[src/rtl/qmc_pkg.sv]
// Shared constants and command codes for the qubit measurement block.
`default_nettype none
package qmc_pkg;
	localparam int MAX_QUBITS = 10;
	localparam int AMP_BITS = 16;
	localparam int AMP_FRAC = AMP_BITS - 1;
	localparam int DEPTH = 1 << MAX_QUBITS;
	localparam int IDX_W = MAX_QUBITS;
	localparam int CNT_W = MAX_QUBITS + 1;
	localparam int NQ_W = 4;
	localparam int NCB_W = 6;
	localparam int ACC_W = 2 * AMP_FRAC + 1 + MAX_QUBITS + 1;
	localparam int RAD_W = 2 * ((ACC_W + 16 + 1) / 2);
	localparam int ROOT_W = RAD_W / 2;
	localparam int NUM_W = AMP_BITS + AMP_FRAC + 8;
	localparam int PROB_W = 17;

	localparam logic [1:0] CMD_WRITE = 2'd0;
	localparam logic [1:0] CMD_READ = 2'd1;
	localparam logic [1:0] CMD_MEASURE = 2'd2;
	localparam logic [1:0] CMD_NOP = 2'd3;

	localparam logic CFG_NUM_QUBITS = 1'b0;
	localparam logic CFG_NUM_CBITS = 1'b1;
endpackage
`default_nettype wire

[src/rtl/qmc_sqrt.sv]
// Bit-serial integer square root, one result bit per cycle.
`default_nettype none
module qmc_sqrt (
	input  wire logic                       clk,
	input  wire logic                       arst_n,
	input  wire logic                       start,
	input  wire logic [qmc_pkg::RAD_W-1:0]  radicand,
	output logic                            done,
	output logic [qmc_pkg::ROOT_W-1:0]      root
);
	import qmc_pkg::*;

	logic [RAD_W-1:0]  val_q;
	logic [ROOT_W+1:0] rem_q;
	logic [ROOT_W-1:0] root_q;
	logic [$clog2(ROOT_W)-1:0] cnt_q;
	logic              busy_q;
	logic              done_q;
	logic [ROOT_W+1:0] rem_n;
	logic [ROOT_W+1:0] trial;

	assign rem_n = {rem_q[ROOT_W-1:0], val_q[RAD_W-1 -: 2]};
	assign trial = {root_q, 2'b01};

	always_ff @(posedge clk or negedge arst_n) begin
		if (!arst_n) begin
			busy_q <= 1'b0;
			done_q <= 1'b0;
			cnt_q <= '0;
		end else begin
			done_q <= 1'b0;
			if (start) begin
				busy_q <= 1'b1;
				cnt_q <= '0;
			end else if (busy_q) begin
				if (cnt_q == ($clog2(ROOT_W))'(ROOT_W - 1)) begin
					busy_q <= 1'b0;
					done_q <= 1'b1;
				end
				cnt_q <= cnt_q + 1'b1;
			end
		end
	end

	always_ff @(posedge clk) begin
		if (start) begin
			val_q <= radicand;
			rem_q <= '0;
			root_q <= '0;
		end else if (busy_q) begin
			val_q <= {val_q[RAD_W-3:0], 2'b00};
			if (rem_n >= trial) begin
				rem_q <= rem_n - trial;
				root_q <= {root_q[ROOT_W-2:0], 1'b1};
			end else begin
				rem_q <= rem_n;
				root_q <= {root_q[ROOT_W-2:0], 1'b0};
			end
		end
	end

	assign done = done_q;
	assign root = root_q;
endmodule
`default_nettype wire

[config.mk]
export PLATFORM = sky130hd
export DESIGN_NAME = qmc_sqrt
export DESIGN_NICKNAME = d
export VERILOG_FILES = /design/src/rtl/qmc_pkg.sv /design/src/rtl/qmc_sqrt.sv
export SDC_FILE = /design/constraint.sdc
export NUM_CORES = 1
export LEC_CHECK = 0
export BUFFER_PORTS_ARGS = -buffer_cell sky130_fd_sc_hd__buf_2
export CAP_MARGIN = 20
export CORE_MARGIN = 2
export CORE_UTILIZATION = 35
export DETAILED_ROUTE_END_ITERATION = 6
export SYNTH_ARGS = -nofsm -noshare
export SYNTH_HDL_FRONTEND = slang
export SYNTH_SLANG_ARGS = --single-unit
[constraint.sdc]
create_clock -name clk -period 2.6 [get_ports clk]
set_input_delay 0 -clock clk [delete_from_list [all_inputs] [get_ports clk]]
set_output_delay 0 -clock clk [all_outputs]
set_load 0.01 [all_outputs]
### After elaboration in Yosys (flattened, before gate mapping)

Index checks and enable logic that the tools add are counted.

| cells by class | value |
|---|---|
| equality and inequality tests | 1 |
| add/subtract/negate cells | 2 |
| reduce and logical (&&, ||, !) cells | 1 |
| muxes and demuxes | 12 |
| magnitude comparators | 1 |

Operator list:

| operator | number |
|---|---|
| $mux 58 | 2 |
| $ge 31x31->1 | 1 |
| $mux 29 | 1 |
| $sub 29x29->29 | 1 |
| $mux 5 | 2 |
| $mux 1 | 7 |
| $add 5x1->5 const B | 1 |
| $eq 5x5->1 const B | 1 |
| $reduce_bool 2->1 | 1 |

| storage, ports and cells | value |
|---|---|
| input bits | 61 |
| register bits | 123 |
| logic and storage cells | 23 |
| output and inout bits | 30 |

### Depth between registers and ports, before layout

Gate-level depths: netlist (run 1).

| logic depth | value |
|---|---|
| word-level depth | 4 |
| mapped depth | 13 |
| depth with buffers taken out | 10 |

### Worst setup path before layout (run 1)

No wires, ideal clock.

| timing path | value |
|---|---|
| path kind | reg-to-reg |
| start point | register root_q[1] (netlist: root[1]) |
| end point | register rem_q[22] |
| required time | 2.469 ns |
| arrival time | 2.669 ns |
| path slack | -0.200 ns |
| buffers on the path | 2 |
| stages on the path, launching flop included | 13 |
| cell sequence | dfxtp_1 -> inv_1 -> ha_1 -> o211ai_2 -> o21ai_2 -> o221ai_2 -> o41ai_4 -> a31oi_4 -> o31a_1 -> clkbuf_1 -> buf_2 -> a22oi_1 -> o31ai_1 |

| on the way | value |
|---|---|
| longest elaborated chain between the ends | 2 |

Ends and longest elaborated chain:

| item | RTL line | source |
|---|---|---|
| start: declaration | qmc_sqrt.sv:15 | `logic [ROOT_W-1:0] root_q;` |
| start signal: assignment | qmc_sqrt.sv:54 | `root_q <= {root_q[ROOT_W-2:0], 1'b1};` |
| start signal: assignment | qmc_sqrt.sv:57 | `root_q <= {root_q[ROOT_W-2:0], 1'b0};` |
| $sub 29x29->29 or $ge 31x31->1 (tied branches) | qmc_sqrt.sv:53, qmc_sqrt.sv:52 |  |
| $mux 29 * | qmc_sqrt.sv:52 | `if (rem_n >= trial) begin` |
| end signal: assignment | qmc_sqrt.sv:53 | `rem_q <= rem_n - trial;` |
| end signal: assignment | qmc_sqrt.sv:56 | `rem_q <= rem_n;` |
| end: declaration | qmc_sqrt.sv:14 | `logic [ROOT_W+1:0] rem_q;` |

Mark *: on every way between the ends. The rest lies on a longest branch, timed or not.
A chain may end at the register's enable or synchronous reset.

### Worst setup path in the final report (run 1)

| timing path | value |
|---|---|
| start point | register root_q[4] (netlist: root[4]) |
| end point | register rem_q[2] |

| on the way | value |
|---|---|
| longest elaborated chain between the ends | 2 |

Ends and longest elaborated chain:

| item | RTL line |
|---|---|
| $ge 31x31->1 | qmc_sqrt.sv:52 |
| $mux 29 | qmc_sqrt.sv:52 |

No other way between the ends.

==> summary.md, run 1 <==
| Metric | Value |
|---|---|
| Status | complete, but fails checks |
| Failing checks | setup timing |
| Critical Setup Path Class | register to register |
| Area Growth Syn to Fin | 41.56% |
| Vias per cell | 4.961 |
| Filler cells | 1658 |
| Dpl cells | 1030 |
| IO buf count | 90 |
| Critical Path End Type | register |
| Clk pwr share | 23.6% |
| Worst slack, placed | -0.1734 ns |
| Worst-margin pin slew | 0.6047 ns |
| Final hold viol count | 0 |
| Internal power | 6.590 mW |
| Fin crit period | 2.649 ns |
| Worst-path clk slew | 0.06 ns |
| Die X | 142.7 um |
| Reg power frac | 24.3% |
| RSZ-0062 raised after global routing | yes |
| ANT nets after route | 0 |
| FF+latch area | 3087 um^2 |
| Global-route wire length before repair | 27.88 mm |
| VDD IR max | 0.6269 mV |
| Bufs on Longest Clock Path | 2 |
| DRC Markers | 0 |
| EDFF count, synth | 58 |
| Startpoint Class | register |
| Vias in the first global route | 5785 |
| Die H | 142.7 um |
| Synth Cell Area | 6731 um^2 |
| Layout cells sized above 1 | 35.12% |
| Final worst slack | -0.04950 ns |
| Finish-stage setup viols | 7 |
| Max incr delay on CP | 0.33 ns |
| Critical Path AT | 2.92 ns |
| Via count | 5601 |
| Post-Syn Nets | 743 |
| Num CTS Buffers | 17 |
| Fin cells | 1129 |
| Max Clock Freq | 377.4 MHz |
| Max_cap viols | 0 |
| TritonCTS clock tree | built |
| Routability congestion estimate | 0.8425 |
| DP Wirelength | 11.67 mm |
| Nets | 975 |
| CTS Root Cell | clkbuf_16 |
| Crit-path cells | inv_2 > ha_4 > a21oi_4 > o211ai_1 > o221ai_2 > o41ai_4 > a31oi_4 > buf_6 > o31ai_4 > buf_4 > buf_12 > mux2i_2 > o21ai_1 |
| Total gr overflow | 0 |
| Htree depth | 4 |
| Sequential area share after synthesis | 45.72% |
| Comb pwr share | 52.1% |
| Top_reg_cell synth | edfxtp_1 |
| Worst path top cell family by delay | compound AO/OA/AOI/OAI gates |
| Synth async-reset ratio | 5.691% |
| Post-synthesis register bit count | 123 |
| Sink Count | 123 |
| GRT Overall Usage | 17.16% |
| Synth Area per Inst | 10.37 um^2 |
| Leakage | 4.253 nW |
| Final Skew | 0.01049 ns |
| DR iter-0 viols | 262 |
| WL final | 17.07 mm |
| Initial core utilization | 35.87% |
| Top-level port count | 91 |
| Die area | 20360 um^2 |
| Netlist cell types | 53 |
| Yosys warnings | 0 |
| Multi-input logic area | 3547 um^2 |
| Slew headroom | 59.69% |
| Antenna violations before repair | 1 |
| 1st-pass router iterations | 5 |
| Cell Rows | 50 |
| Setup TNS | -0.1612 ns |
| Syn Inst Count | 649 |
| Largest net degree at the start of global routing | 44 |
| Final period util | 101.9% |
| CP max FO | 8 |
| WP buf/inv | 4 |
| Slowest-stage cell, CP | dfxtp_2 |
| HP Class | input pin to register |
| WP data required | 2.87 ns |
| Worst-Skew Late Latency | 0.42 ns |
| Pwr/cell area | 1075 nW/um^2 |
| Psw | 3.655 mW |
| Core area | 18770 um^2 |
| Wire length per cell | 15.12 um |
| Pins Over Slew Limit | 0 |
| Net switching share of the total power | 35.68% |
-- layout by cell type, fill, tap and decap left out, types with 7 or more instances in the layout --
cell type       n
a211oi_1       16
a21o_1          7
a21oi_1        26
buf_2          89
buf_4          94
clkbuf_16      18
dfxtp_1        52
dlygate4sd3_1  61
edfxtp_1       58
ha_1           24
ha_4            9
inv_1          35
mux2_2         56
mux2i_1        45
nand2_1        40
nand3_1         8
nand4_1        10
nor2_1         75
o21ai_0        16
o21ai_1        10
xnor2_1        18
xor2_1         10
-- worst paths after layout --
check | from | depth (start not counted) | to | slack, ns
min in group asynchronous | arst_n | 3 | done$_DFF_PN0_ | 0.54
min | radicand[42] | 3 | val_q[42]$_DFFE_PP_ | 0.42
max | root[4]$_SDFFE_PP0P_ | 13 | rem_q[2]$_SDFFE_PP0P_ | -0.05
min reg2reg | rem_q[28]$_SDFFE_PP0P_ | 2 | rem_q[28]$_SDFFE_PP0P_ | 0.46
max reg2reg | root[4]$_SDFFE_PP0P_ | 13 | rem_q[2]$_SDFFE_PP0P_ | -0.05
max in group asynchronous | arst_n | 3 | busy_q$_DFF_PN0_ | 1.80
-- through the flow --
step	power, mW	hold slack [ns]	instance area, um^2	util (%)
floorplan	5.764	-0.2956	6809	-
global placement	7.315	-0.1589	8145	43.40
detailed placement	7.349	-0.1606	8145	43.40
CTS	10.09	0.3900	9422	50.20
global route	10.87	0.4209	9529	50.77
finish	10.25	0.4154	9529	50.77
-- what timing repair did --
| action | in CTS | in global routing |
|---|---|---|
| pin swaps | 15 | 5 |
| hold endpoints to repair | 78 | 0 |
| hold buffers | 61 | 0 |
| cloned | 1 | 0 |
| setup buffers | 4 | 1 |
| setup endpoints to repair | 29 | 29 |
| resized for setup | 7 | 16 |
-- cell type report --
type	instances	area share, %
multi-input cells	453	37.22
well taps	234	3.072
flip-flops and latches	123	32.39
inverters	37	1.457
diodes	1	0.02626
clock buffers	22	5.095
repair buffers	249	19.52
clock inverters	10	1.208
-- power groups by stage --
| stage | registers (mW) | clock network, mW | logic, mW |
|---|---|---|---|
| after floorplan | 2.49 | 0 | 3.28 |
| after global placement | 2.52 | 0 | 4.79 |
| after detailed placement | 2.52 | 0 | 4.83 |
| after CTS | 2.49 | 2.45 | 5.14 |
| after global routing | 2.52 | 2.52 | 5.82 |
| final | 2.49 | 2.42 | 5.33 |
-- synth_stat cells (all sizes together), types with 5 or more instances --
cell | number | area [um^2]
xnor2 | 18 | 157.7
nor2 | 75 | 281.5
edfxtp | 58 | 1742
o21a | 6 | 45.04
a31oi | 7 | 58.81
buf | 7 | 42.53
o31ai | 7 | 66.31
ha | 33 | 412.9
o21ai | 27 | 138.9
dfxtp | 58 | 1161
nand2 | 41 | 153.9
nand3 | 9 | 45.04
a21o | 7 | 52.55
nand4 | 10 | 62.56
clkbuf | 29 | 108.9
a211oi | 16 | 120.1
xor2 | 10 | 87.58
inv | 37 | 138.9
nor3 | 5 | 25.02
dfrtp | 7 | 175.2
a21oi | 31 | 155.2
mux2i | 48 | 480.5
mux2 | 56 | 630.6
-- cells by family after synthesis --
| logic type | count (synthesis) | share of synthesized area (%) |
|---|---|---|
| adder cells (fa/ha/maj) | 33 | 6.134 |
| XOR/XNOR | 28 | 3.643 |
| AO/OA/AOI/OAI | 129 | 13.40 |
| flip-flops | 123 | 45.72 |
| AND/OR/NAND/NOR | 159 | 10.28 |
| buffers and inverters | 73 | 4.312 |
| multiplexers | 104 | 16.51 |
-- metal layers --
| layer | vias up | GRT usage (%) | wire [um] |
|---|---|---|---|
| met4 | 0 | 4.794 | 197 |
| met1 | 2648 | 21.68 | 7968 |
| met3 | 18 | 4.963 | 724 |
| li1 | 2816 | - | - |
| met5 | - | 0 | 0 |
| met2 | 119 | 28.67 | 8174 |
-- worst min-delay path: stages --
cell and delay, ns:
dlygate4sd3_1 0.52, buf_2 0.09, mux2_2 0.13
-- registers in the layout, summed over array words and instances, names as in the netlist --
register,cells
val_q,58
rem_q,29
busy_q,1
done,1
cnt_q,5
root,29
Power figures use the tool's default switching activity.
==> run 2, diff against run 1 <==
--- a/config.mk
+++ b/config.mk
@@ -5,6 +5,7 @@
 export SDC_FILE = /design/constraint.sdc
 export NUM_CORES = 1
 export LEC_CHECK = 0
+export ABC_CLOCK_PERIOD_IN_PS = 3200
 export BUFFER_PORTS_ARGS = -buffer_cell sky130_fd_sc_hd__buf_2
 export CAP_MARGIN = 20
 export CORE_MARGIN = 2
==> constraint.sdc (replaced) <==
create_clock -name clk -period 3.2 [get_ports clk]
set_input_delay 0 -clock clk [delete_from_list [all_inputs] [get_ports clk]]
set_output_delay 0 -clock clk [all_outputs]
set_load 0.01 [all_outputs]
==> summary.md, run 2 (synthesized netlist as in run 1, its figures left out) <==
| Metric | Value |
|---|---|
| Critical Path End Type | register |
| N_diodes | 0 |
| Core area | 18770 um^2 |
| Via count | 5295 |
| Dpl cells | 945 |
| Critical Setup Path Class | register to register |
| TritonCTS clock tree | built |
| Net switching share of the total power | 37.11% |
| Clk pwr share | 27.6% |
| Reg power frac | 27.8% |
| Final worst slack | 0.1881 ns |
| Sink Count | 123 |
| Layout cells sized above 1 | 24.41% |
| Largest net degree at the start of global routing | 59 |
| Max Clock Freq | 332.0 MHz |
| WL final | 15.80 mm |
| Status | finished, final reports clean |
| Finish-stage setup viols | 0 |
| Final period util | 94.12% |
| Fin cells | 1037 |
| Top-level port count | 91 |
| Vias in the first global route | 5197 |
| Post-CTS setup buffer count | 0 |
| Worst-Skew Late Latency | 0.42 ns |
| Initial core utilization | 35.87% |
| R2r setup slk | 0.19 ns |
| Pwr/cell area | 847.9 nW/um^2 |
| Worst-margin pin slew | 0.7298 ns |
| Pins Over Slew Limit | 0 |
| R2r startpoint | root[1]$_SDFFE_PP0P_ |
| RSZ-0062 raised after global routing | no |
| CP max FO | 13 |
| Crit. Startpoint | root[1]$_SDFFE_PP0P_ |
| DRC Markers | 0 |
| Worst slack, placed | 0.2068 ns |
| Final core utilization | 45.83% |
| Internal power | 4.587 mW |
| Critical Path AT | 3.28 ns |
| Cell Rows | 50 |
| Hold path start | start |
| Die H | 142.7 um |
| Final hold viol count | 0 |
| Nets | 884 |
| Die area | 20360 um^2 |
| Bufs on Longest Clock Path | 2 |
| Max_cap viols | 0 |
| 1st-pass router iterations | 5 |
| Total gr overflow | 0 |
| VDD IR max | 0.7148 mV |
| WP data required | 3.47 ns |
| Htree depth | 4 |
| Most common cell after layout, fill and taps aside | buf_2 |
| Psw | 2.707 mW |
| Setup TNS | 0 ns |
| Wire length per cell | 15.23 um |
| Comb pwr share | 44.6% |
| DR iter-0 viols | 272 |
| DP Wirelength | 10.58 mm |
| Worst-path clk slew | 0.06 ns |
| Num CTS Buffers | 17 |
| Finished Cell Area | 8602 um^2 |
| Global-route wire length before repair | 25.90 mm |
| Antenna violations before repair | 0 |
| Vias per cell | 5.106 |
| Max FFs per register | 58 |
| CTS Root Cell | clkbuf_16 |
| GRT Overall Usage | 16.16% |
| Die X | 142.7 um |
| Routability congestion estimate | 0.8393 |
| Most flops, register | val_q |
| IO buf count | 90 |
| Fin crit period | 3.012 ns |
| HP Class | input pin to register |
| ANT nets after route | 0 |
| Startpoint Class | register |
| Area Growth Syn to Fin | 27.79% |
| Placed cell area | 7387 um^2 |
| Final Skew | 0.009737 ns |
| Leakage | 3.776 nW |
| Slew headroom | 51.35% |
| Most frequent cells in the layout | buf_2 (89), nor2_1 (75), dlygate4sd3_1 (60), dfxtp_1 (58), edfxtp_1 (58) |
run 2: changes by cell type in the layout (fill, tap and decap cells not counted), sizes merged:
cell	before	now
buf	188	98
clkinvlp	2	1
diode	1	0
clkbuf	22	17
dlygate4sd3	61	60
inv	37	42
bufinv	2	3
run 2: worst paths after layout:
path / end / cells after the start
setup / recovery: rem_q[11]$_SDFFE_PP0P_ / 11
hold / removal: root[28]$_SDFFE_PP0P_ / 2
setup reg to reg: rem_q[11]$_SDFFE_PP0P_ / 11
hold reg to reg: rem_q[28]$_SDFFE_PP0P_ / 2
max in group asynchronous: busy_q$_DFF_PN0_ / 3
min in group asynchronous: cnt_q[0]$_DFFE_PN0P_ / 3
run 2: final cells by class:
cell class                      instances  area (um^2)
Sequential cell                       123         3079
Clock buffer                           17        425.4
Inverter                               37        138.9
Timing Repair Buffer                  158         1114
Tap cell                              234        292.8
Clock inverter                         15        187.7
Fill cell                            1747        10170
Multi-Input combinational cell        453         3364
run 2: power groups by stage:
stage                     sequential (mW)  clock, mW  combinational, mW
after floorplan                      2.01          0               2.60
after global placement               2.06          0               3.16
after detailed placement             2.06          0               3.16
after CTS                            2.03       2.05               3.24
after global routing                 2.05       2.12               3.58
final                                2.03       2.01               3.25
run 2: metal layers:
layer  part of all wire, %  track usage, %  routed length (um)  up-vias
li1                      -               -                   -     2630
met1                    46           20.42                7321     2526
met2                    47           26.42                7410      121
met3                   5.3           4.863                 832       18
met4                   1.5           5.419                 232        0
met5                     0               0                   0        -
run 2: per-stage QoR:
step / power, mW / hold slack [ns]
2_1_floorplan: 4.610 / -0.2956
3_3_place_gp: 5.220 / -0.1571
3_5_place_dp: 5.219 / -0.1600
4_1_cts: 7.315 / 0.006278
5_1_grt: 7.755 / 0.03870
6_report: 7.294 / 0.01335
run 2: critical path: stages, from the launching register on:
cell and delay [ns]:
dfxtp_1 0.36, inv_1 0.06, ha_1 0.37, o211ai_2 0.13, o21ai_2 0.18, o221ai_2 0.19
o41ai_4 0.46, a31oi_4 0.19, o31ai_4 0.25, buf_4 0.30, mux2i_1 0.24, a211oi_1 0.09
run 2: timing repair:
item | 4_1_cts | 5_1_grt
resized for setup | 0 | 1
hold buffers | 60 | 0
hold endpoints to repair | 65 | 0
setup endpoints to repair | 0 | 1
