[src/rtl/qmc_pkg.sv]
// Shared constants and command codes for the qubit measurement block.
`default_nettype none
package qmc_pkg;
	localparam int MAX_QUBITS = 10;
	localparam int AMP_BITS = 16;
	localparam int AMP_FRAC = AMP_BITS - 1;
	localparam int DEPTH = 1 << MAX_QUBITS;
	localparam int IDX_W = MAX_QUBITS;
	localparam int CNT_W = MAX_QUBITS + 1;
	localparam int NQ_W = 4;
	localparam int NCB_W = 6;
	localparam int ACC_W = 2 * AMP_FRAC + 1 + MAX_QUBITS + 1;
	localparam int RAD_W = 2 * ((ACC_W + 16 + 1) / 2);
	localparam int ROOT_W = RAD_W / 2;
	localparam int NUM_W = AMP_BITS + AMP_FRAC + 8;
	localparam int PROB_W = 17;

	localparam logic [1:0] CMD_WRITE = 2'd0;
	localparam logic [1:0] CMD_READ = 2'd1;
	localparam logic [1:0] CMD_MEASURE = 2'd2;
	localparam logic [1:0] CMD_NOP = 2'd3;

	localparam logic CFG_NUM_QUBITS = 1'b0;
	localparam logic CFG_NUM_CBITS = 1'b1;
endpackage
`default_nettype wire

[src/rtl/qmc_div.sv]
// Restoring divider for amplitude rescaling with saturation at 2^15.
`default_nettype none
module qmc_div (
	input  wire logic                        clk,
	input  wire logic                        arst_n,
	input  wire logic                        start,
	input  wire logic [qmc_pkg::NUM_W-1:0]   num,
	input  wire logic [qmc_pkg::ROOT_W-1:0]  den,
	output logic                             done,
	output logic [qmc_pkg::AMP_BITS-1:0]     quo
);
	import qmc_pkg::*;

	logic [ROOT_W-1:0]   rem_q;
	logic [AMP_FRAC-1:0] low_q;
	logic [AMP_BITS-1:0] quo_q;
	logic [3:0]          cnt_q;
	logic                busy_q;
	logic                done_q;
	logic [ROOT_W:0]     rem_n;
	logic                sat;

	assign sat = ({1'b0, num} >= ({(ROOT_W + AMP_FRAC + 1)'(den)} << AMP_FRAC));
	assign rem_n = {rem_q, low_q[AMP_FRAC-1]};

	always_ff @(posedge clk or negedge arst_n) begin
		if (!arst_n) begin
			busy_q <= 1'b0;
			done_q <= 1'b0;
			cnt_q <= '0;
		end else begin
			done_q <= 1'b0;
			if (start) begin
				busy_q <= !sat;
				done_q <= sat;
				cnt_q <= '0;
			end else if (busy_q) begin
				if (cnt_q == 4'(AMP_FRAC - 1)) begin
					busy_q <= 1'b0;
					done_q <= 1'b1;
				end
				cnt_q <= cnt_q + 1'b1;
			end
		end
	end

	always_ff @(posedge clk) begin
		if (start) begin
			rem_q <= ROOT_W'(num[NUM_W-1:AMP_FRAC]);
			low_q <= num[AMP_FRAC-1:0];
			quo_q <= sat ? (AMP_BITS'(1) << AMP_FRAC) : '0;
		end else if (busy_q) begin
			low_q <= {low_q[AMP_FRAC-2:0], 1'b0};
			if (rem_n >= {1'b0, den}) begin
				rem_q <= ROOT_W'(rem_n - {1'b0, den});
				quo_q <= {quo_q[AMP_BITS-2:0], 1'b1};
			end else begin
				rem_q <= rem_n[ROOT_W-1:0];
				quo_q <= {quo_q[AMP_BITS-2:0], 1'b0};
			end
		end
	end

	assign done = done_q;
	assign quo = quo_q;
endmodule
`default_nettype wire

[config.mk]
export PLATFORM = sky130hd
export DESIGN_NAME = qmc_div
export DESIGN_NICKNAME = d
export VERILOG_FILES = /design/src/rtl/qmc_pkg.sv /design/src/rtl/qmc_div.sv
export SDC_FILE = /design/constraint.sdc
export NUM_CORES = 1
export LEC_CHECK = 0
export ABC_CLOCK_PERIOD_IN_PS = 3400
export BUFFER_PORTS_ARGS = -buffer_cell sky130_fd_sc_hd__buf_2
export CAP_MARGIN = 5
export CORE_MARGIN = 1.5
export CORE_UTILIZATION = 27
export DETAILED_ROUTE_END_ITERATION = 8
export GPL_TIMING_DRIVEN = 0
export SLEW_MARGIN = 20
export SYNTH_ARGS = -nofsm -noshare
export SYNTH_HDL_FRONTEND = slang
export SYNTH_SLANG_ARGS = --single-unit
[constraint.sdc]
create_clock -name clk -period 3.4 [get_ports clk]
set_input_delay 0.17 -clock clk [delete_from_list [all_inputs] [get_ports clk]]
set_output_delay 0.17 -clock clk [all_outputs]
set_load 0.05 [all_outputs]
======== After elaboration in Yosys (flattened, before gate mapping) ========
Cells that the tools add are included.
word-level totals
  memory bits (writable) .................. 0
  register bits ........................... 66
  input bits .............................. 71
  latch bits .............................. 0
  memories kept ........................... 0
  word-level logic and storage cells ...... 31
  output and inout bits ................... 17
  memory bits (read-only) ................. 0
cells by class
  order comparisons ....................... 2
  multiply operators ...................... 0
  equal/unequal tests ..................... 1
  reduce and logical (&&, ||, !) cells .... 2
  shifts and indexed selects .............. 0
  bitwise operators ....................... 0
  muxes and demuxes ....................... 17
  add/subtract/negate cells ............... 2
  divide/modulo/power cells ............... 0
operators by type and width
  kind                   number
  $mux W16               3
  $mux W24               2
  $ge A39 B44 Y1         1
  $ge A30 B29 Y1         1
  $mux W15               2
  $mux W29               1
  $sub A29 B29 Y29       1
  $mux W4                2
  $mux W1                7
  $add A4 B1 Y4 const B  1
  $eq A4 B4 Y1 const B   1
  $reduce_bool A2 Y1     1
  $logic_not A1 Y1       1

======== Logic depth before layout (Yosys ltp) ========
Gate-level depths: netlist of the first run.
  depth after elaboration ................. 4
  mapped depth ............................ 13
  gate-level depth less buffers ........... 12

======== Worst setup path after synthesis of the first run ========
No wires, ideal clock.
  path type ............................... reg2reg
  start point ............................. register low_q[14]
  end point ............................... register rem_q[23] (data pin)
  library setup time ...................... 272 ps
  arrival ................................. 2,517 ps
  cell stages (with the launch flop) ...... 14
  path slack .............................. 611 ps
  path through ............................ edfxtp_1 inv_1 ha_1 fa_1 nand2b_1 a211oi_2 o21ai_2 a211oi_4 nor4_4 nor2_4 buf_6 nor2_1 a311oi_1 a21oi_1
on the way
  longest elaborated chain between the ends .. 4
  elaborated cells between the ends (all ways) .. 5
RTL lines
  what                                                line                          source
  start, declared                                     qmc_div.sv:15                 logic [AMP_FRAC-1:0] low_q;
  start signal, assigned                              qmc_div.sv:50                 low_q <= num[AMP_FRAC-1:0];
  start signal, assigned                              qmc_div.sv:53                 low_q <= {low_q[AMP_FRAC-2:0], 1'b0};
  $sub A29 B29 Y29 or $ge A30 B29 Y1 (tied branches)  qmc_div.sv:55, qmc_div.sv:54
  $mux W29 (*)                                        qmc_div.sv:54                 if (rem_n >= {1'b0, den}) begin
  $mux W24 (*)                                        qmc_div.sv:52                 end else if (busy_q) begin
  $mux W24 (*)                                        qmc_div.sv:48                 if (start) begin
  end signal, assigned                                qmc_div.sv:49                 rem_q <= ROOT_W'(num[NUM_W-1:AMP_FRAC]);
  end signal, assigned                                qmc_div.sv:55                 rem_q <= ROOT_W'(rem_n - {1'b0, den});
  end signal, assigned                                qmc_div.sv:58                 rem_q <= rem_n[ROOT_W-1:0];
  end, declared                                       qmc_div.sv:14                 logic [ROOT_W-1:0] rem_q;
Every way passes the cells marked *; elsewhere a longest branch is shown, timed or not. The select of a mux whose other input is x is not followed.
A chain may end at the register's enable or synchronous reset.

======== Final worst setup path of the first run ========
  start point ............................. register low_q[14]
  end point ............................... register rem_q[9] (data pin)
Same word-level chain as after synthesis.

==> results of run 1 <==
==> where the power goes <==
part	switching [mW]	internal (mW)
Clock	0.380	0.640
Sequential	0.0541	0.995
Combinational	0.740	0.542
==> sequential cells by signal, indices dropped and copies added, names as in the netlist <==
| signal | flops |
|---|---|
| done | 1 |
| low_q | 15 |
| cnt_q | 4 |
| quo | 16 |
| busy_q | 1 |
| rem_q | 29 |
==> cell families (layout without fill, tap and decap cells) <==
family | count (synthesis) | count (layout)
simple gates | 157 | 157
compound gates | 160 | 160
flops | 66 | 66
xor+xnor | 27 | 27
mux | 24 | 24
buf+inv | 65 | 172
fa+ha+maj | 56 | 56
==> final timing paths <==
path | slack (ns) | to | start
max in group asynchronous | 3.07 | cnt_q[3]$_DFFE_PN0P_ | arst_n
hold reg to reg | 0.47 | rem_q[28]$_SDFFE_PP0P_ | rem_q[28]$_SDFFE_PP0P_
min in group asynchronous | 0.18 | done$_DFF_PN0_ | arst_n
hold / removal | 0.12 | rem_q[22]$_DFFE_PP_ | num[37]
setup / recovery | 0.23 | rem_q[9]$_DFFE_PP_ | low_q[14]$_DFFE_PP_
setup reg to reg | 0.23 | rem_q[9]$_DFFE_PP_ | low_q[14]$_DFFE_PP_
==> area by class of cell <==
| cell class | instances | area, um^2 | share of cell area |
|---|---|---|---|
| inverter | 45 | 169 | 0.0269 |
| tap | 234 | 293 | 0.0466 |
| buffer | 20 | 96.3 | 0.0153 |
| timing repair buffer | 91 | 488 | 0.0776 |
| multi-input combinational | 424 | 3020 | 0.481 |
| clock inverter | 7 | 92.6 | 0.0147 |
| clock buffer | 9 | 225 | 0.0358 |
| sequential | 66 | 1900 | 0.302 |
==> layer usage <==
metal,track usage,vias up,wire length [um]
met5,0,-,0
met4,0.0467,0,258
met3,0.0321,19,632
met2,0.238,114,6630
met1,0.193,2080,6750
li1,-,2232,-
==> worst max-delay path, delay by kind of cell, from the launching register on <==
family	cells	cell delay, ns
flops	1	0.35
simple gates	4	0.63
buf+inv	2	0.37
compound gates	5	0.90
fa+ha+maj	2	0.63
==> what timing repair did <==
action,4_1_cts,5_1_grt
endpoints found under the setup margin,0,14
hold buffers,1,0
buffers inserted,0,2
resized for setup,0,2
endpoints found under the hold margin,6,0
==> cell usage in the layout (no fill, tap or decap), drive strengths merged, types with 2 or more instances in the layout <==
cell type / instances
a211oi: 8
a21o: 27
a21oi: 57
a31oi: 2
and2: 3
and3: 3
and3b: 4
buf: 98
bufinv: 2
clkbuf: 21
clkinv: 2
clkinvlp: 2
dfrtp: 6
dfxtp: 5
edfxtp: 55
ha: 55
inv: 46
mux2: 17
mux2i: 7
nand2: 38
nand2b: 2
nand3: 9
nand4: 13
nor2: 48
nor2b: 18
nor3: 7
nor4: 5
o211ai: 4
o21a: 5
o21ai: 35
o21bai: 3
o22ai: 4
o31ai: 3
o32a: 2
or2: 3
xnor2: 13
xor2: 14
==> impl.org, run 1 <==
** Routing
- DRC violation total after the first TritonRoute iteration :: 274
- Dividing the detail-routed via count by the number of cells gives 4.96.
- After detailed routing, the number of remaining DRC violations is 0.
- Number of vias in the routed layout :: 4,445
- Total Wirelength :: 14,300 um
- Iteration count of the initial detailed-routing pass :: 5
- Routed length per instance :: 15.9 um
- Post-route antenna net violation count :: 0

** Logic synthesis
- Number of synthesized flops with an enable pin :: 55
- Synthesis produced a netlist with a net count of 682.
- Of the post-synthesis cell area, the dominant cell type holds 0.319.
- Count of warnings emitted by yosys :: 0
- Each instance of the synthesized netlist takes up on average 9.32 um^2.
- Complex-gate fraction of the synthesized area :: 0.197
- Most common cell in the synthesized netlist :: a21oi_1
- Number of storage elements in the synthesis netlist :: 66
- Main area contributors after synthesis :: edfxtp_1, ha_1, a21oi_1
- Synth top cells by count :: a21oi_1, edfxtp_1, ha_1, nor2_1, inv_1
- Mux cell area share after synthesis :: 0.0505
- Of the total synthesized cell area, the portion taken by AND, OR, NAND and NOR gates is 0.152.
- The share of the Yosys chip area taken by registers is 0.368.
- The number of different library cells used by synthesis comes to 60.
- Mapped Area :: 5170 um^2
- Of all cell types, the one taking the most synthesized area is edfxtp_1.
- The cell count after synthesis came out at 555.
- Of the total synthesized cell area, the portion taken by XOR and XNOR cells is 0.0457.
- Adder-cell share of the synthesized area :: 0.137
- For this run, the leading register cell type out of synthesis is edfxtp_1.
- Largest family of logic cells by synthesized area :: compound AO/OA/AOI/OAI gates
- Fraction of synthesis flops using an asynchronous set or reset pin :: 0.0909

** Clock tree
- H-tree depth reported by CTS :: 3
- Clock latency of the later-clocked register in the worst-skew pair :: 0.35 ns
- Clock Root Buffer :: clkbuf_16
- TritonCTS built the clock tree.
- After clock tree synthesis, the clock-pin slew on the worst setup and hold paths is 0.06 ns.
- CTS saw 66 sinks.
- The longest clock path from root to sink contains 2 buffers.
- CTS buffer count :: 9

** Power
- In this run the power density over the cells is roughly 530 nW/um^2.
- The completed layout was analyzed and its total power is 3.35 mW.
- Summed over all cells, the static leakage comes to around 2.9 nW.
- IR analysis of the VDD net gives a maximum drop of 0.000255 V.

** Hold path
- Cell depth of the worst min-delay path :: 3
- The worst hold path belongs to the class in -> reg.

** Floorplanning
- Die Area :: roughly 20,000 um^2
- CORE AREA :: 18,800 um^2
- Site Rows :: 50
- Die boundary height :: approximately 140 um
- The die is 141 um wide.
- Boundary Pins :: 88
- Initial cell density of the core :: 0.276

** STA
- After routing, the total negative slack on setup checks comes to 0 ns.
- Max_slew headroom :: 0.497
- Share of the clock period used by the worst path :: 0.931
- Setup repair after global routing left no endpoint under its margin.
- Worst setup skew after layout :: 0.0110 ns
- Minimum setup slack in the final design :: 0.234 ns
- Final Hold Fails :: 0
- At the pin with the least slew margin, the transition time is 0.754 ns.
- Final setup vio count :: 0
- For the finished layout, the period the worst path requires is 3.17 ns.
- The number of pins with negative max-slew slack in the final report came to 0.
- Hold slack :: 0.118 ns
- Fmax achieved :: between 0.3 and 0.4 GHz

** Layout
- In the final design database the tool counted 784 nets.
- Final non-filler cell area :: 6290 um^2
- Final std cells w/o fill :: 896
- Synth-to-layout area growth :: 21.5%
- Inserted Diodes :: 0
- Fillers :: 1,984
- In the final layout, the share of cells above drive strength 1 is 0.215.
- Once layout is complete, the utilization of the core stands at 0.335.

** Global route
- The via count of the first global-routing pass is about 4.4k.
- Global router's overall resource usage :: 0.146
- Number of antenna violations at the first check in global routing :: 0
- Total congestion overflow :: 0
- Entering global routing, the biggest net connects 46 pins.
- The first global-routing pass estimated 22,500 um of wire.

** Placed design
- Setup slack after placement :: roughly 0.10 ns
- Count of port buffers added during placement :: between 80 and 90
- The congestion estimate from routability-driven global placement came to 0.914.
- Summing all placed instances gives a cell area of 5940 um^2.
- Post-placement cell count :: 877
- Detailed placement ended at an HPWL of around 11,000 um.

** Critical path
- STA puts the critical path data arrival time at between 3 and 4 ns.
- Register-to-Register Path Depth :: 13
- Required time reported for the critical path endpoint :: 3.47 ns
- Traced cell by cell, the critical path runs through inv_1, ha_1, fa_1, nand2b_1, a211oi_2, o21ai_2, a211oi_4, nor4_4, nor2_4, buf_2, nand2_1, o21ai_0, a21oi_1.
- Slowest stage cell on the critical path :: fa_1
- Start-to-end type of the worst setup path :: reg -> reg
- Along the worst path, the maximum fanout reaches 10.
- The worst setup path is launched from a flop.
- Longest individual stage delay on the worst path :: 0.42 ns
- The worst setup path is captured at a flop.

** Run
- Reported max-cap violation count :: 0

** Status
- The flow ran to the end, and the final reports show no timing, DRC or antenna violations.
Power figures use the tool's default switching activity.
==> inputs of run 2 (changes only) <==
--- a/config.mk
+++ b/config.mk
@@ -8,7 +8,7 @@
 export ABC_CLOCK_PERIOD_IN_PS = 3400
 export BUFFER_PORTS_ARGS = -buffer_cell sky130_fd_sc_hd__buf_2
 export CAP_MARGIN = 5
-export CORE_MARGIN = 1.5
+export CORE_MARGIN = 2
 export CORE_UTILIZATION = 27
 export DETAILED_ROUTE_END_ITERATION = 8
 export GPL_TIMING_DRIVEN = 0
==> impl.org, run 2 (same netlist as run 1, synthesis figures left out) <==
** Status
- Result of the run :: completed (unchanged)

** Layout
- The storage element area is 1900 um^2 (unchanged).
- Final net count :: 783 (was 784)
- Synth-to-layout area growth :: 21.4% (was 21.5%)
- The fraction of final layout cells with drive strength greater than 1 is 0.213 (was 0.215).
- Inserted Diodes :: 0 (unchanged)
- The area taken by multi-input logic gates came to 3020 um^2 (unchanged).
- Commonest non-fill, non-tap cell in the layout :: buf_2 (unchanged)
- Fillers :: 2,013 (was 1,984)
- Most frequent cells in the layout: buf_2, a21oi_1, ha_1, edfxtp_1, nor2_1 (unchanged).
- Max FFs per register :: 29 (unchanged)
- Register name with the most flops :: rem_q (unchanged)

** Hold path
- Worst Hold End :: low_q[0]$_SDFFCE_PN0P_ (was rem_q[22]$_DFFE_PP_)
- Worst Hold Launch :: num[0] (was num[37])
- Worst hold path type :: in -> reg (unchanged)
- Cell depth of the worst min-delay path :: 2 (was 3)

** Global route
- The via count of the first global-routing pass was 4,378 (was 4,383).
- The global-route wire length before repair is 22,500 um (about the same).
- The pin count of the biggest net entering global routing was 46 (unchanged).
- The number of antenna violations at the first check in global routing is 0 (unchanged).
- The total routing usage reported by global routing was 0.144 (was 0.146).
- The residual overflow from global routing was 0 (unchanged).

** Critical path
- Start-to-end type of the worst setup path :: reg -> reg (unchanged)
- Internal reg-to-reg setup slack :: 0.21 ns (was 0.23 ns)
- The signal arrival time at the worst endpoint came to 3.24 ns (was 3.23 ns).
- Crit. End Element :: flop (unchanged)
- R2R Path End :: rem_q[12]$_DFFE_PP_ (was rem_q[9]$_DFFE_PP_)
- The required time at the endpoint of the critical path is 3.45 ns (was 3.47 ns).
- Largest driver fanout on the critical path :: 10 (unchanged)
- Register-to-Register Path Depth :: 12 (was 13)
- Worst reg2reg startpoint :: low_q[14]$_DFFE_PP_ (unchanged)
- Crit start category :: flop (unchanged)

** Clock tree
- CTS clk-pin slew, worst paths :: 0.06 ns (about the same)
- The count of clock tree sinks was 66 (unchanged).
- Clock buffer depth :: 2 (unchanged)
- The depth of the CTS H-tree is 3 (unchanged).
- Clock tree from TritonCTS :: done (unchanged)
- The number of buffers created by CTS was 9 (unchanged).
- The worst-skew pair later-pin latency was 0.35 ns (about the same).
- Clock Root Buffer :: clkbuf_16 (unchanged)

** Power
- Comb power frac :: 0.382 (about the same)
- The leakage power figure was 2.91 nW (about the same).
- The total power per unit cell area came to 532 nW/um^2 (was 533 nW/um^2).
- The part of the power in registers came to 0.314 (was 0.313).
- Switching Fraction :: 0.348 (was 0.350)
- The internal power was 2.18 mW (about the same).
- The power spent charging and discharging nets was 1.16 mW (was 1.17 mW).
- Share of total power in the clock network :: 0.305 (about the same)
- The peak supply drop was 0.000272 V (was 0.000255 V).

** Routing
- The first-pass iteration count of the detailed router was 4 (was 5).
- The post-detailed-route count of antenna-violating nets came to 0 (unchanged).
- # DRC :: 0 (unchanged)
- Routed length per instance :: 15.8 um (was 15.9 um)
- The via total after detailed routing is 4,373 (was 4,445).
- DRC violation total after the first TritonRoute iteration :: 199 (was 274)
- Total Wirelength :: 14,200 um (was 14,300 um)
- The detail-routed via count per cell is 4.89 (was 4.96).

** Floorplanning
- The initial core utilization came to 0.276 (unchanged).
- The y dimension of the die came to 142 um (was 141 um).
- The width of the chip was 142 um (was 141 um).
- Boundary Pins :: 88 (unchanged)
- The number of core rows was 50 (unchanged).
- CORE AREA :: 18,800 um^2 (unchanged)
- The die footprint is 20,300 um^2 (was 20,000 um^2).

** STA
- Unrepaired setup endpoints after global routing :: false (unchanged)
- The smallest setup slack after layout was 0.212 ns (was 0.234 ns).
- The number of endpoints failing setup at the final stage is 0 (unchanged).
- Fmax achieved :: 0.314 GHz (was 0.316 GHz)
- The clock tree skew after final layout came to 0.00655 ns (was 0.0110 ns).
- The slew at the pin closest to its max-slew limit came to 0.762 ns (was 0.754 ns).
- The fraction of the cycle the final worst path needs came to 0.938 (was 0.931).
- Crit path time final :: 3.19 ns (was 3.17 ns)
- The final setup TNS came to 0 ns (unchanged).
- The number of pins with negative max-slew slack in the final report came to 0 (unchanged).
- The count of endpoints failing hold in the final timing report is 0 (unchanged).
- Max_slew headroom :: 0.492 (was 0.497)

** Placed design
- Count of port buffers added during placement :: 87 (unchanged)
- Global placement routability congestion :: 0.904 (was 0.914)
- Placed wire-length estimate :: 11,200 um (was 11,100 um)
- The worst slack at placement was 0.0910 ns (was 0.104 ns).

** Run
- Reported max-cap violation count :: 0 (unchanged)
==> run 2: power groups by stage <==
stage / clock network, mW / logic, mW / registers (mW)
after CTS: 1.04 / 1.27 / 1.05
after global routing: 1.07 / 1.44 / 1.06
final: 1.02 / 1.27 / 1.05
after global placement: 0 / 1.25 / 1.06
after floorplan: 0 / 0.946 / 1.07
after detailed placement: 0 / 1.26 / 1.06
==> run 2: routing by layer <==
metal | GRT usage | routed length (um)
met1 | 0.197 | 6710
met2 | 0.226 | 6570
met3 | 0.0303 | 614
met4 | 0.0479 | 277
met5 | 0 | 0
==> run 2: area by class of cell <==
cell class | instances | share of cell area
multi-input cells | 424 | 0.481
flip-flops and latches | 66 | 0.303
repair buffers | 90 | 0.0765
well taps | 234 | 0.0466
clock buffers | 10 | 0.0365
inverters | 45 | 0.0269
plain buffers | 20 | 0.0151
clock inverters | 6 | 0.0143
==> run 2: worst max path at each step <==
stage,from,end,cells after the start
2_1_floorplan,low_q[14]$_DFFE_PP_,rem_q[23]$_DFFE_PP_,13
3_3_place_gp,start,low_q[5]$_DFFE_PP_,5
3_5_place_dp,low_q[14]$_DFFE_PP_,rem_q[12]$_DFFE_PP_,12
4_1_cts,low_q[14]$_DFFE_PP_,rem_q[12]$_DFFE_PP_,12
5_1_grt,low_q[14]$_DFFE_PP_,rem_q[12]$_DFFE_PP_,12
6_report,low_q[14]$_DFFE_PP_,rem_q[12]$_DFFE_PP_,12
==> run 2: critical path: stages (launching register included) <==
cell	delay, ns
edfxtp_1	0.35
inv_1	0.05
ha_1	0.20
fa_1	0.41
nand2b_1	0.20
a211oi_2	0.28
o21ai_2	0.14
a211oi_4	0.33
nor4_4	0.12
nor2_4	0.21
buf_4	0.27
mux2i_1	0.20
a21oi_1	0.11
==> run 2: per-stage QoR <==
| stage | hold slack (ns) | instances | utilization | cell area (um^2) | power, mW |
|---|---|---|---|---|---|
| 2_1_floorplan | -0.126 | 555 | - | 5170 | 2.02 |
| 3_3_place_gp | 0.00197 | 876 | 0.315 | 5900 | 2.31 |
| 3_5_place_dp | 0.00210 | 877 | 0.316 | 5940 | 2.32 |
| 4_1_cts | 0.120 | 894 | 0.334 | 6270 | 3.36 |
| 5_1_grt | 0.140 | 895 | 0.335 | 6280 | 3.57 |
| 6_report | 0.132 | 895 | 0.335 | 6280 | 3.34 |
==> run 2: timing repair <==
item / CTS / global route
setup endpoints to repair: 0 / 17
gates resized for setup: 0 / 2
buffers inserted: 0 / 1
hold buffers: 1 / 0
endpoints found under the hold margin: 6 / 0
